File: src/rtl/lzss_pkg.sv
// Shared types and constants for the LZSS stream decompressor.
// No dependencies; lzss_ctrl, the top level and the testbench refer to it by scoped names.
`timescale 1ns / 1ps

package lzss_pkg;

  // window geometry
  localparam int unsigned WIN_AW = 12;
  localparam int unsigned BYTE_W = 8;
  localparam int unsigned LEN_W  = 32;
  localparam int unsigned MLEN_W = 5;

  // write pointer start and shortest match
  localparam logic [WIN_AW-1:0] WP_START  = 12'd4078;
  localparam logic [MLEN_W-1:0] MIN_MATCH = 5'd3;

  // one result word offered by the sequencer to the output stage
  typedef struct packed {
    logic              valid;
    logic [BYTE_W-1:0] data;
    logic              run_last;
    logic              stream_done;
  } emit_t;

endpackage

File: src/rtl/lzss_ctrl.sv
// Token sequencer: flag/literal/reference parsing, window clear and copy loop.
// Depends on lzss_pkg; drives the window RAM ports and offers result words.
`timescale 1ns / 1ps

module lzss_ctrl (
  input  logic                                clk,
  input  logic                                rst,
  input  logic                                in_valid,
  output logic                                in_ready,
  input  logic [lzss_pkg::BYTE_W-1:0]         in_byte,
  input  logic                                cfg_valid,
  input  logic [lzss_pkg::LEN_W-1:0]          cfg_data,
  input  logic                                slot_free,
  output lzss_pkg::emit_t                     emit,
  output logic                                ram_we,
  output logic [lzss_pkg::WIN_AW-1:0]         ram_waddr,
  output logic [lzss_pkg::BYTE_W-1:0]         ram_wdata,
  output logic                                ram_re,
  output logic [lzss_pkg::WIN_AW-1:0]         ram_raddr,
  input  logic [lzss_pkg::BYTE_W-1:0]         ram_rdata
);

  localparam logic [2:0] ST_CLEAR = 3'd0;
  localparam logic [2:0] ST_IDLE  = 3'd1;
  localparam logic [2:0] ST_LIT   = 3'd2;
  localparam logic [2:0] ST_RD    = 3'd3;
  localparam logic [2:0] ST_WR    = 3'd4;

  localparam logic [1:0] PH_FLAG  = 2'd0;
  localparam logic [1:0] PH_TOKEN = 2'd1;
  localparam logic [1:0] PH_REF2  = 2'd2;

  localparam logic [lzss_pkg::WIN_AW-1:0] ADDR_LAST = '1;
  localparam logic [lzss_pkg::WIN_AW-1:0] ADDR_ONE  = {{(lzss_pkg::WIN_AW-1){1'b0}}, 1'b1};

  logic [2:0]                        state;
  logic [lzss_pkg::WIN_AW-1:0]       clear_addr;
  logic [lzss_pkg::WIN_AW-1:0]       wp;
  logic [lzss_pkg::WIN_AW-1:0]       pos;
  logic [lzss_pkg::MLEN_W-1:0]       len_left;
  logic [lzss_pkg::BYTE_W-1:0]       flag_bits;
  logic [2:0]                        flag_index;
  logic [1:0]                        phase;
  logic [lzss_pkg::BYTE_W-1:0]       ref_low;
  logic [lzss_pkg::BYTE_W-1:0]       lit_byte;
  logic [lzss_pkg::LEN_W-1:0]        bytes_emitted;
  logic [lzss_pkg::LEN_W-1:0]        out_len;

  logic                              in_fire;
  logic                              finished;
  logic [lzss_pkg::LEN_W-1:0]        emitted_inc;
  logic [2:0]                        flag_index_inc;
  logic                              token_done;

  assign in_ready       = (state == ST_IDLE);
  assign in_fire        = in_valid && in_ready;
  assign finished       = (bytes_emitted >= out_len);
  assign emitted_inc    = bytes_emitted + {{(lzss_pkg::LEN_W-1){1'b0}}, 1'b1};
  assign flag_index_inc = flag_index + 3'd1;

  // offer a result word and drive the window ports
  always_comb begin
    emit             = '0;
    emit.stream_done = (emitted_inc == out_len);
    if (state == ST_LIT) begin
      emit.valid    = slot_free;
      emit.data     = lit_byte;
      emit.run_last = 1'b1;
    end else if (state == ST_WR) begin
      emit.valid    = slot_free;
      emit.data     = ram_rdata;
      emit.run_last = (len_left == 5'd1) || emit.stream_done;
    end
    if (!emit.valid) begin
      emit.stream_done = 1'b0;
    end
    token_done = emit.valid && emit.run_last;

    ram_we    = (state == ST_CLEAR) || emit.valid;
    ram_waddr = (state == ST_CLEAR) ? clear_addr : wp;
    ram_wdata = (state == ST_CLEAR) ? '0 : emit.data;
    ram_re    = (state == ST_RD);
    ram_raddr = pos;
  end

  // hold the length register; writes land at any time
  always_ff @(posedge clk) begin
    if (rst) begin
      out_len <= '0;
    end else if (cfg_valid) begin
      out_len <= cfg_data;
    end
  end

  // advance the sequencer
  always_ff @(posedge clk) begin
    if (rst) begin
      state         <= ST_CLEAR;
      clear_addr    <= '0;
      wp            <= lzss_pkg::WP_START;
      pos           <= '0;
      len_left      <= '0;
      flag_bits     <= '0;
      flag_index    <= '0;
      phase         <= PH_FLAG;
      ref_low       <= '0;
      lit_byte      <= '0;
      bytes_emitted <= '0;
    end else begin
      case (state)
        ST_CLEAR: begin
          clear_addr <= clear_addr + ADDR_ONE;
          if (clear_addr == ADDR_LAST) begin
            state <= ST_IDLE;
          end
        end
        ST_IDLE: begin
          // drop the word once the stream is finished
          if (in_fire && !finished) begin
            case (phase)
              PH_TOKEN: begin
                if (flag_bits[flag_index]) begin
                  lit_byte <= in_byte;
                  state    <= ST_LIT;
                end else begin
                  ref_low <= in_byte;
                  phase   <= PH_REF2;
                end
              end
              PH_REF2: begin
                pos      <= {in_byte[7:4], ref_low};
                len_left <= {1'b0, in_byte[3:0]} + lzss_pkg::MIN_MATCH;
                state    <= ST_RD;
              end
              default: begin
                flag_bits  <= in_byte;
                flag_index <= '0;
                phase      <= PH_TOKEN;
              end
            endcase
          end
        end
        ST_LIT, ST_WR: begin
          if (emit.valid) begin
            wp            <= wp + ADDR_ONE;
            pos           <= pos + ADDR_ONE;
            len_left      <= len_left - 5'd1;
            bytes_emitted <= emitted_inc;
            if (token_done) begin
              flag_index <= flag_index_inc;
              phase      <= (flag_index_inc == 3'd0) ? PH_FLAG : PH_TOKEN;
              state      <= ST_IDLE;
            end else begin
              state <= ST_RD;
            end
          end
        end
        ST_RD: begin
          state <= ST_WR;
        end
        default: begin
          state <= ST_IDLE;
        end
      endcase
    end
  end

  // a read is always followed by its write-back cycle
  a_rd_then_wr: assert property (@(posedge clk) disable iff (rst)
    state == ST_RD |=> state == ST_WR)
    else $error("copy read not followed by write-back");

  // no input taken while the window is being cleared
  a_clear_blocks_input: assert property (@(posedge clk) disable iff (rst)
    state == ST_CLEAR |-> !in_ready)
    else $error("input ready during window clear");

  // the window is never read and written in the same cycle
  a_no_rw_overlap: assert property (@(posedge clk) disable iff (rst)
    !(ram_we && ram_re))
    else $error("window read and write overlap");

  // the final byte of the stream always closes its token
  a_done_is_last: assert property (@(posedge clk) disable iff (rst)
    emit.valid && emit.stream_done |-> emit.run_last)
    else $error("stream end without run end");

  // a result word is offered only into a free output slot
  a_emit_slot: assert property (@(posedge clk) disable iff (rst)
    emit.valid |-> slot_free)
    else $error("result word offered to a full output slot");

endmodule

File: config.mk
export PLATFORM = sky130hd
export DESIGN_NAME = lzss_ctrl
export DESIGN_NICKNAME = d
export VERILOG_FILES = /design/src/rtl/lzss_pkg.sv /design/src/rtl/lzss_ctrl.sv
export SDC_FILE = /design/constraint.sdc
export NUM_CORES = 1
export LEC_CHECK = 0
export ABC_AREA = 1
export BUFFER_PORTS_ARGS = -buffer_cell sky130_fd_sc_hd__buf_2
export CAP_MARGIN = 20
export CORE_MARGIN = 2
export CORE_UTILIZATION = 45
export DETAILED_ROUTE_END_ITERATION = 7
export GPL_TIMING_DRIVEN = 0
export SYNTH_ARGS = -nofsm -noshare
export SYNTH_HDL_FRONTEND = slang
export SYNTH_SLANG_ARGS = --single-unit
File: constraint.sdc
create_clock -name clk -period 5.42 [get_ports clk]
set_input_delay 0.271 -clock clk [delete_from_list [all_inputs] [get_ports clk]]
set_output_delay 0.271 -clock clk [all_outputs]
set_load 0.005 [all_outputs]
=== Yosys cells after proc, flatten, opt, wreduce, memory -nomap -nowiden ===
Cells that the tools add are included.

* Logic and storage cells: 95
* Register bits: 137
* Bits of input ports: 53
* Output and inout bits: 46

* $add $sub $neg: 7
* Reduce and logical (&&, ||, !) cells: 19
* Bitwise gates (word level): 2
* Equal/unequal tests: 19
* Mux-type cells: 34
* $lt $le $gt $ge: 2

{| class="wikitable"
|+ Operator list
! operator !! count
|-
| $mux W12 || 4
|-
| $add A12 B1 Y12 const B || 3
|-
| $add A32 B1 Y32 const B || 1
|-
| $eq A32 B32 Y1 || 1
|-
| $ge A32 B32 Y1 || 1
|-
| $mux W3 || 8
|-
| $pmux W12 S2 || 1
|-
| $mux W10 || 2
|-
| $mux W5 || 3
|-
| $eq A12 B12 Y1 const B || 1
|-
| $pmux W3 S2 || 2
|-
| $pmux W3 S4 || 1
|-
| $reduce_and A4 Y1 || 3
|-
| $mux W2 || 5
|-
| $pmux W5 S2 || 1
|-
| $reduce_and A5 Y1 || 2
|-
| $mux W8 || 1
|-
| $ne A2 B2 Y1 const B || 4
|-
| $pmux W2 S2 || 2
|-
| $eq A3 B2 Y1 const B || 2
|-
| $logic_not A3 Y1 || 2
|-
| $ne A2 B1 Y1 const B || 3
|-
| $ne A3 B3 Y1 const B || 2
|-
| $reduce_and A6 Y1 || 1
|-
| other kinds (20) || 27
|}

=== Depth between registers and ports, before layout ===
Gate-level depths: netlist of run 1.

* Depth after elaboration: 9
* Depth in mapped cells: 21
* Mapped depth without buffers: 21

=== Worst setup path before layout of run 1 ===
Ideal clock, no wire load.

* Path kind: flip-flop to flip-flop
* Start point: register out_len[29] in the netlist's numbering
* End point: register flag_index[0]
* Stages on the path, launching flop included: 16
* Clock period less this slack: 2201 ps
* Path buffers: 0
* Path slack: 3219 ps
* Required time: 5356 ps
* Arrival time: 2137 ps
* Cell sequence: dfxtp_1 > inv_1 > ha_1 > a21oi_1 > nor2_1 > nor3b_1 > nand2_1 > nor2_1 > nand4_1 > nor2_2 > clkinv_1 > nand2_1 > nand3_2 > nand2_1 > inv_1 > nor2_1

* Word-level cells in the longest chain between the ends: 7
* Elaborated cells on any way between the ends: 11

{| class="wikitable"
|+ RTL lines
! item !! RTL line !! text
|-
| start, declared || lzss_ctrl.sv:47 || <nowiki>logic [lzss_pkg::LEN_W-1:0] out_len;</nowiki>
|-
| start signal, assigned || lzss_ctrl.sv:91 || <nowiki>out_len <= cfg_data;</nowiki>
|-
| parallel branches: the longest is 6 deep, another holds $ge A32 B32 Y1 || - ||
|-
| $reduce_and A5 Y1 (no source line) (*) || - ||
|-
| end signal, assigned || lzss_ctrl.sv:150 || <nowiki>flag_index <= flag_index_inc;</nowiki>
|-
| end, declared || lzss_ctrl.sv:42 || <nowiki>logic [2:0] flag_index;</nowiki>
|}

Every way passes the cells marked *.
A chain may end at the register's enable or synchronous reset.

==> impl_metrics.json, run 1 <==
{
  "slew_headroom_pct": 50.0,
  "drv_slew": 0,
  "fin_area_um2": 9840,
  "cp_slowest_cell": "dfxtp_1",
  "arrival_ps": 3070,
  "slowest_delay_ps": 420,
  "syn-cell-area_um2": 8510,
  "fmaxAchievable_ghz": 0.299,
  "drc_errors": 0,
  "tightest_slew_ps": 749,
  "fin_util_pct": 52.8,
  "ant_nets": 0,
  "synthesis.nets": 1401,
  "insertion_delay_ps": 440,
  "yosysSeqAreaShare_pct": 32.2,
  "p_total_mw": 2.32,
  "syn_area_per_cell_um2": 6.52,
  "finalCriticalPeriod_ps": 3340,
  "synth_cell_types": 40,
  "crit_path_max_fanout": 6,
  "finalHoldViolations": 0,
  "std_cell_rows": 50,
  "die_h_um": 142,
  "synth_top_area_share_pct": 32.2,
  "post_cts.repair.setup_buffers": 0,
  "final.period_utilization_pct": 61.6,
  "grt_max_degree": 17,
  "ios": 99,
  "yosysWarnings": 0,
  "filler_cell_count": 1912,
  "overflow": 0,
  "dpl-instance-area_um2": 9290,
  "start_kind": "register",
  "pre_cts_ws_ps": 2550,
  "htree_levels": 4,
  "avgViaCountPerCell": 5.20,
  "power_density_nw_per_um2": 235,
  "fin_skew_ps": 11.4,
  "leakagePower_nw": 4.66,
  "rsz0062_at_grt": "no",
  "cts_tree": "yes",
  "dpl.hpwl_um": 19600,
  "antennaDiodeCount": 0,
  "cap_viol_max_count": 0,
  "dr.pass1.iters": 5,
  "drt_first_iter_violations": 613,
  "clk_pin_slew_ps": 70,
  "dp.cells": 1636,
  "layout-drive-gt1-share_pct": 11.3,
  "instances_no_fill": 1668,
  "area_growth_pct": 15.6,
  "synth_cells": 1305,
  "cts-root-buf": "clkbuf_16",
  "setup.worst_path.end_class": "primary output",
  "setup_violations": 0,
  "cts_buffers": 17,
  "clk_path_buf_depth": 2,
  "crit_type": "reg -> out",
  "io_buffers": 97,
  "cts_resized": 0,
  "cts.sinks": 137,
  "grt_pass1_vias": 7899,
  "track_usage_pct": 26.2,
  "hp-class": "in -> reg",
  "antenna_found_initial": 1,
  "start_util_pct": 45.6,
  "num_vias": 8679,
  "place.gp.congestion": 0.893,
  "dieArea_um2": 20000,
  "max-vdd-ir-drop_mv": 0.201,
  "coreArea_um2": 18600,
  "yosysTopAreaCell": "dfxtp_1",
  "status": "complete, no violations",
  "synth_area_leaders": "dfxtp_1 32%, nand2_1 13%, inv_1 7.7%",
  "multi_input_area_um2": 4950,
  "worst_ep_required_time_ps": 5150,
  "die_w_um": 142,
  "setup_tns_ps": 0,
  "synth_seq_cells": 137,
  "drt-total-wl_um": 26000,
  "fin_ws_ps": 2080,
  "ff_latch_area_um2": 2740,
  "hold_slack_ps": 66.8,
  "grt_pass1_wl_um": 40900,
  "hold_buffers": 0,
  "avgRoutedWirePerCell_um": 15.6,
  "layout.nets": 1517,
  "path_cells": "ha_1 > nand2_2 > nor2_8 > nand2_2 > nor2_4 > nand3_1 > nand3_1 > nand2_1 > nor2_1 > nand2_1 > nor2_1 > nand3_2 > a21oi_1 > buf_2"
}
## cell usage after synthesis
cell type	count
o21ai_1	5
xnor3_1	2
mux2i_1	2
and3_1	1
clkinv_1	2
nor2_1	146
a22o_1	16
inv_2	1
buf_1	6
nor3b_1	2
nand3_1	94
xnor2_1	1
inv_1	174
o21a_1	1
o21ai_0	123
nor3_1	10
nor2_8	3
dfxtp_1	137
nand2_1	302
xor2_1	13
nor4_1	2
nor2_4	7
nand3_2	4
nor2_2	6
nand2_2	6
a21oi_1	100
nand4_1	14
a22oi_1	1
nor3_4	1
o211ai_1	22
o21bai_1	1
o221ai_1	1
clkbuf_1	35
or2_2	4
a31oi_1	8
o31ai_1	1
a211oi_1	5
ha_1	43
nand2_4	2
a221oi_1	1
## cell type report
| class | count | share of cell area, % |
|---|---|---|
| sequential | 137 | 27.9 |
| tap | 234 | 2.98 |
| clock buffer | 19 | 4.50 |
| clock inverter | 13 | 1.11 |
| inverter | 177 | 6.75 |
| timing repair buffer | 97 | 4.93 |
| buffer | 41 | 1.56 |
| multi-input combinational | 950 | 50.3 |
## cell usage in the layout (no fill, tap or decap), drive strengths merged
cell	n
nand2	310
inv	181
nor2	162
dfxtp	137
o21ai	128
buf	103
a21oi	100
nand3	98
clkbuf	54
ha	43
o211ai	22
a22o	16
nand4	14
xor2	13
nor3	11
clkinv	9
a31oi	8
a211oi	5
or2	4
xnor3	2
nor3b	2
nor4	2
mux2i	2
o21a	1
a22oi	1
xnor2	1
o221ai	1
o31ai	1
o21bai	1
a221oi	1
and3	1
## state kept, by name (all words and copies together), names as in the netlist, 8 cells and up
register,count
ref_low,8
wp,12
out_len,32
ram_raddr,12
clear_addr,12
lit_byte,8
bytes_emitted,32
flag_bits,8
## where the power goes
part / leakage (nW) / switching [mW] / total, mW / internal (mW)
logic: 3.27 / 0.108 / 0.166 / 0.0581
clock network: 0.275 / 0.504 / 1.11 / 0.609
registers: 1.11 / 0.0112 / 1.04 / 1.03
## critical path, delay by kind of cell (launching register included)
kind,cells,cell delay [ps]
AOI/OAI and AO/OA,1,240
adders and majority gates,1,250
buffers and inverters,1,160
DFF,1,420
and+or+nand+nor,11,1530
## layer usage
metal  part of all wire (%)  track usage (%)  up-vias
met4                    1.4             7.58        2
li1                       -                -     4524
met1                     45             33.0     3929
met3                    4.5             4.79       34
met5                  0.027                0        -
met2                     49             46.0      190
## path summary, 6_finish.rpt
path,start,endpoint,slack [ps],cells after the start
hold reg to reg,flag_bits[3],flag_bits[3],460,2
setup / recovery,bytes_emitted[1],emit[1],2080,14
setup reg to reg,bytes_emitted[27],flag_index[2],2520,13
hold / removal,cfg_data[0],out_len[0],70,3
## cells by family (layout without fill, tap and decap cells)
| family | Yosys count | count (layout) | synth area share [%] |
|---|---|---|---|
| AO/OA/AOI/OAI | 285 | 285 | 18.6 |
| XOR/XNOR | 16 | 16 | 1.97 |
| adder cells (fa/ha/maj) | 43 | 43 | 6.32 |
| buffers and inverters | 218 | 347 | 9.62 |
| flip-flops | 137 | 137 | 32.2 |
| multiplexers | 2 | 2 | 0.235 |
| AND/OR/NAND/NOR | 604 | 604 | 31.0 |
Power figures use the tool's default switching activity.
==> run 2, diff against run 1 <==
--- a/config.mk
+++ b/config.mk
@@ -12,6 +12,7 @@
 export CORE_UTILIZATION = 45
 export DETAILED_ROUTE_END_ITERATION = 7
 export GPL_TIMING_DRIVEN = 0
+export PLACE_DENSITY = 0.67
 export SYNTH_ARGS = -nofsm -noshare
 export SYNTH_HDL_FRONTEND = slang
 export SYNTH_SLANG_ARGS = --single-unit
==> constraint.sdc (replaced) <==
create_clock -name clk -period 2.8 [get_ports clk]
set_input_delay 0.14 -clock clk [delete_from_list [all_inputs] [get_ports clk]]
set_output_delay 0.14 -clock clk [all_outputs]
set_load 0.005 [all_outputs]
==> run 2 against run 1 <==
The flow now finishes with violations (negative setup slack). Combinational power up 110%. Worst setup slack worse by 2100 ps. Largest cell class unchanged. Critical path type unchanged. Clock skew down 1.9 ps. Critical endpoint unchanged.
==> impl_metrics.json, run 2 (synthesis gave the netlist of run 1 again) <==
{
  "arrival_ps": 2690,
  "start_util_pct": 45.6,
  "track_usage_pct": 26.4,
  "setup.worst_path.end_class": "primary output",
  "antenna_found_initial": 2,
  "crit_path_max_fanout": 6,
  "layout-drive-gt1-share_pct": 16.8,
  "num_vias": 9107,
  "hp-class": "in -> reg",
  "cts.sinks": 137,
  "start_kind": "register",
  "setup_violations": 2,
  "hold_slack_ps": 1.91,
  "max-vdd-ir-drop_mv": 0.399,
  "largestRegisters": "bytes_emitted: 32 flops, out_len: 32 flops",
  "drt-total-wl_um": 26500,
  "insertion_delay_ps": 440,
  "overflow": 0,
  "io_buffers": 97,
  "crit_type": "reg -> out",
  "p_total_mw": 4.76,
  "cts_tree": "yes",
  "clk_path_buf_depth": 2,
  "area_growth_pct": 23.3,
  "dpl.hpwl_um": 19300,
  "drc_errors": 0,
  "cts-root-buf": "clkbuf_16",
  "die_h_um": 142,
  "instances_no_fill": 1704,
  "fin_util_pct": 56.3,
  "fin_ws_ps": -30.9,
  "fin_skew_ps": 9.47,
  "grt_max_degree": 17,
  "die_w_um": 142,
  "htree_levels": 4,
  "whs_endpoint": "out_len[25]",
  "min_from": "cfg_data[25]",
  "r2r-end": "flag_index[1]",
  "drt_first_iter_violations": 584,
  "r2r-start": "bytes_emitted[1]",
  "status": "finished with violations",
  "final.period_utilization_pct": 101,
  "dieArea_um2": 20000,
  "cap_viol_max_count": 0,
  "dr.pass1.iters": 7,
  "place.gp.congestion": 0.923,
  "std_cell_rows": 50,
  "grt_pass1_wl_um": 41800,
  "drv_slew": 0,
  "layout_commonest_cell": "nand2_1",
  "rsz0062_at_grt": "yes",
  "finalHoldViolations": 0,
  "avgRoutedWirePerCell_um": 15.5,
  "coreArea_um2": 18600,
  "layout.nets": 1552,
  "reg2reg_depth": 21,
  "final_cell_mix": "295 x nand2_1, 171 x inv_1, 123 x nor2_1, 123 x o21ai_0, 121 x dfxtp_1",
  "leakagePower_nw": 4.90,
  "finalCriticalPeriod_ps": 2830,
  "fmaxAchievable_ghz": 0.353,
  "holdPathStages": 3,
  "slew_headroom_pct": 49.6,
  "grt_pass1_vias": 8526,
  "ios": 99,
  "violations": "negative setup slack",
  "dp.cells": 1636,
  "ant_nets": 0,
  "worst_ep_required_time_ps": 2660,
  "tightest_slew_ps": 756,
  "avgViaCountPerCell": 5.34,
  "power_density_nw_per_um2": 453,
  "cts_buffers": 17,
  "clk_pin_slew_ps": 60,
  "reg2reg_slack_ps": 90
}
run 2: cell types whose count changed in the layout (fill, tap and decap cells not counted), moves of 7 or more:
cell and delta:
dlygate4sd3_1 +17, dfxtp_1 -16, buf_4 +18, nor2_2 +16, nand2_1 -7, dfxtp_2 +14
nor2_4 +7, nor2_1 -23
run 2: worst max-delay path, cell delays in order, from the launching register on:
cell and delay, ps:
dfxtp_4 380, ha_4 160, nand2_4 70, nor2_8 170
nand2_4 90, nor2_4 210, buf_12 140, nand3_1 70
nand3_1 110, nand2_1 70, nor2_2 110, nand2_1 110
nor2_4 120, nand3_4 130, a21oi_4 160, buf_2 140
run 2: worst max path at each step:
stage                            startpoint       endpoint  cells after the start
final                      bytes_emitted[1]        emit[1]                     15
after global routing       bytes_emitted[1]        emit[1]                     15
after CTS                  bytes_emitted[1]        emit[1]                     14
after detailed placement  bytes_emitted[29]   ram_raddr[5]                     13
after global placement          out_len[29]  flag_index[2]                     15
after floorplan                 out_len[29]  flag_index[0]                     15
run 2: through the flow:
stage                     setup WS, ps  TNS (ps)  area, um2
after detailed placement         -97.3      -890       9290
after global routing              -123      -431      10500
after CTS                        -20.4     -20.4      10200
after global placement           -60.7      -370       9290
final                            -30.9     -44.8      10500
after floorplan                    599         0       8510
run 2: metal layers:
metal,share of wire (%),up-vias,wire length (um),track usage (%)
met1,44,4166,11700,33.2
li1,-,4601,-,-
met5,0,-,0,0
met4,3.4,0,908,9.79
met3,5.3,66,1410,5.40
met2,47,274,12500,44.8
run 2: report_power, final:
part / switching, mW / internal (mW) / leakage (nW)
Clock: 0.970 / 1.42 / 0.297
Sequential: 0.0229 / 1.98 / 1.12
Combinational: 0.223 / 0.133 / 3.49
Total: 1.22 / 3.54 / 4.90
run 2: timing repair:
item	CTS	global route
gates resized for setup	34	57
setup endpoints to repair	18	37
hold endpoints to repair	16	1
hold buffers	16	1
setup buffers	0	18
pin swaps	7	24
run 2: cell type report:
class / instances / area, um2
antenna: 2 / 5.00
buffer: 41 / 163
clock buffer: 17 / 425
clock inverter: 14 / 188
fill: 1824 / 8150
inverter: 177 / 669
multi-input combinational: 950 / 5170
sequential: 137 / 2770
tap: 234 / 293
timing repair buffer: 132 / 803
==> run 3, diff against run 2 <==
--- a/config.mk
+++ b/config.mk
@@ -12,7 +12,7 @@
 export CORE_UTILIZATION = 45
 export DETAILED_ROUTE_END_ITERATION = 7
 export GPL_TIMING_DRIVEN = 0
-export PLACE_DENSITY = 0.67
+export PLACE_DENSITY = 0.64
 export SYNTH_ARGS = -nofsm -noshare
 export SYNTH_HDL_FRONTEND = slang
 export SYNTH_SLANG_ARGS = --single-unit
==> run 3 against run 2 <==
The run ends with negative hold slack, negative setup slack left. Sequential cell count did not move. First-iteration DRC count up 16%. Combinational power is 1% lower. Critical path type unchanged. Largest power group unchanged. Highest routed layer unchanged.
==> impl_metrics.json, run 3 (synthesis gave the netlist of run 1 again) <==
{
  "cap_viol_max_count": 0,
  "avgRoutedWirePerCell_um": 15.5,
  "avgViaCountPerCell": 5.25,
  "die_h_um": 142,
  "place.gp.congestion": 0.880,
  "power.share.sequential_pct": 43.4,
  "intPower_mw": 3.38,
  "power_density_nw_per_um2": 443,
  "drc_errors": 0,
  "layout_commonest_cell": "nand2_1",
  "ff_latch_area_um2": 2770,
  "layout.nets": 1558,
  "worst_ep_required_time_ps": 2660,
  "slew_headroom_pct": 49.7,
  "r2r-start": "bytes_emitted[1]",
  "antennaDiodeCount": 0,
  "p_total_mw": 4.61,
  "dpl-instance-area_um2": 9290,
  "layout-drive-gt1-share_pct": 15.6,
  "status": "finished with violations",
  "startpoint": "bytes_emitted[1]",
  "grt_max_degree": 17,
  "area_growth_pct": 22.3,
  "dr.pass1.iters": 6,
  "clk_path_buf_depth": 2,
  "ios": 99,
  "hold_slack_ps": -0.474,
  "p_comb_share_pct": 7.6,
  "drt_first_iter_violations": 675,
  "cts-root-buf": "clkbuf_16",
  "start_kind": "register",
  "tightest_slew_ps": 754,
  "track_usage_pct": 26.9,
  "filler_cell_count": 1849,
  "std_cell_rows": 50,
  "multi_input_area_um2": 5090,
  "min_from": "cfg_data[1]",
  "clk_pin_slew_ps": 60,
  "grt_pass1_wl_um": 42200,
  "p_switching_mw": 1.24,
  "grt_pass1_vias": 8523,
  "crit_type": "reg -> out",
  "crit_path_max_fanout": 6,
  "pre_cts_ws_ps": -45.3,
  "drt-total-wl_um": 26400,
  "final.period_utilization_pct": 102,
  "setup.worst_path.end_class": "primary output",
  "clkPwrFrac_pct": 48.9,
  "num_vias": 8967,
  "fin_skew_ps": 11.0,
  "final_cell_mix": "297 x nand2_1, 173 x inv_1, 131 x nor2_1, 123 x o21ai_0, 121 x dfxtp_1",
  "fin_area_um2": 10400,
  "finalCriticalPeriod_ps": 2860,
  "overflow": 0,
  "largestRegisters": "bytes_emitted: 32 flops, out_len: 32 flops",
  "cts.sinks": 137,
  "max-vdd-ir-drop_mv": 0.451,
  "cts_buffers": 17,
  "htree_levels": 4,
  "rsz0062_at_grt": "yes",
  "dieArea_um2": 20000,
  "leakagePower_nw": 4.91,
  "coreArea_um2": 18600,
  "hp-class": "in -> reg",
  "arrival_ps": 2720,
  "setup_violations": 2,
  "dpl.hpwl_um": 19400,
  "drv_slew": 0,
  "fin_ws_ps": -61.9,
  "fmaxAchievable_ghz": 0.349,
  "fin_util_pct": 55.8,
  "cts_tree": "yes",
  "die_w_um": 142,
  "switching_share_pct": 26.8,
  "finalHoldViolations": 1,
  "insertion_delay_ps": 440,
  "violations": "negative hold slack, negative setup slack",
  "antenna_found_initial": 1,
  "ant_nets": 0,
  "start_util_pct": 45.6,
  "io_buffers": 97
}
-- run 3: path summary, 6_finish.rpt --
path,endpoint,slack [ps],cells past startpoint
worst max-delay path,emit[1],-60,16
worst min-delay path,out_len[1],-0.5,3
worst max register to register,phase[1],100,19
worst min register to register,flag_bits[3],460,2
-- run 3: critical path, cell delays in order (launching register included) --
cell	delay, ps
dfxtp_4	390
ha_4	160
nand2_4	80
nor2_8	180
nand2_4	90
nor2_4	250
nand2_2	100
nand2_2	90
nand2_1	50
nand2_1	50
nand2_1	70
nor2_1	80
nand2_1	70
nor2_2	140
nand3_2	160
a21oi_4	170
buf_2	140
-- run 3: final cells by class --
type	instances	area share (%)
inverters	177	6.44
clock inverters	14	1.44
multi-input cells	950	48.9
well taps	234	2.81
plain buffers	41	1.54
flip-flops and latches	137	26.6
repair buffers	138	8.15
clock buffers	18	4.12
-- run 3: timing repair --
action | in CTS | in global routing
hold endpoints to repair | 21 | 0
gates cloned | 0 | 0
gates resized for setup | 30 | 37
buffers inserted | 6 | 13
hold buffers | 22 | 0
pin swaps | 7 | 14
setup endpoints to repair | 8 | 44
-- run 3: per-layer routing --
layer	wire (um)	GRT usage [%]
met1	11800	33.6
met2	12600	45.6
met3	1330	5.80
met4	742	10.5
met5	0	0
-- run 3: power by group through the flow --
| stage | registers (mW) | logic (mW) | clock network (mW) |
|---|---|---|---|
| final | 2.00 | 0.352 | 2.26 |
| after global routing | 2.01 | 0.397 | 2.38 |
| after CTS | 2.00 | 0.346 | 2.28 |
| after detailed placement | 2.05 | 0.318 | 0 |
| after global placement | 2.05 | 0.314 | 0 |
| after floorplan | 2.04 | 0.191 | 0 |
-- run 3: through the flow --
stage                     TNS (ps)  cells  hold slack (ps)
after CTS                    -64.5   1696             1.38
after global routing          -671   1709             4.73
final                         -106   1709           -0.474
after global placement       -15.9   1636              394
after detailed placement      -138   1636              394
after floorplan                  0   1305              275
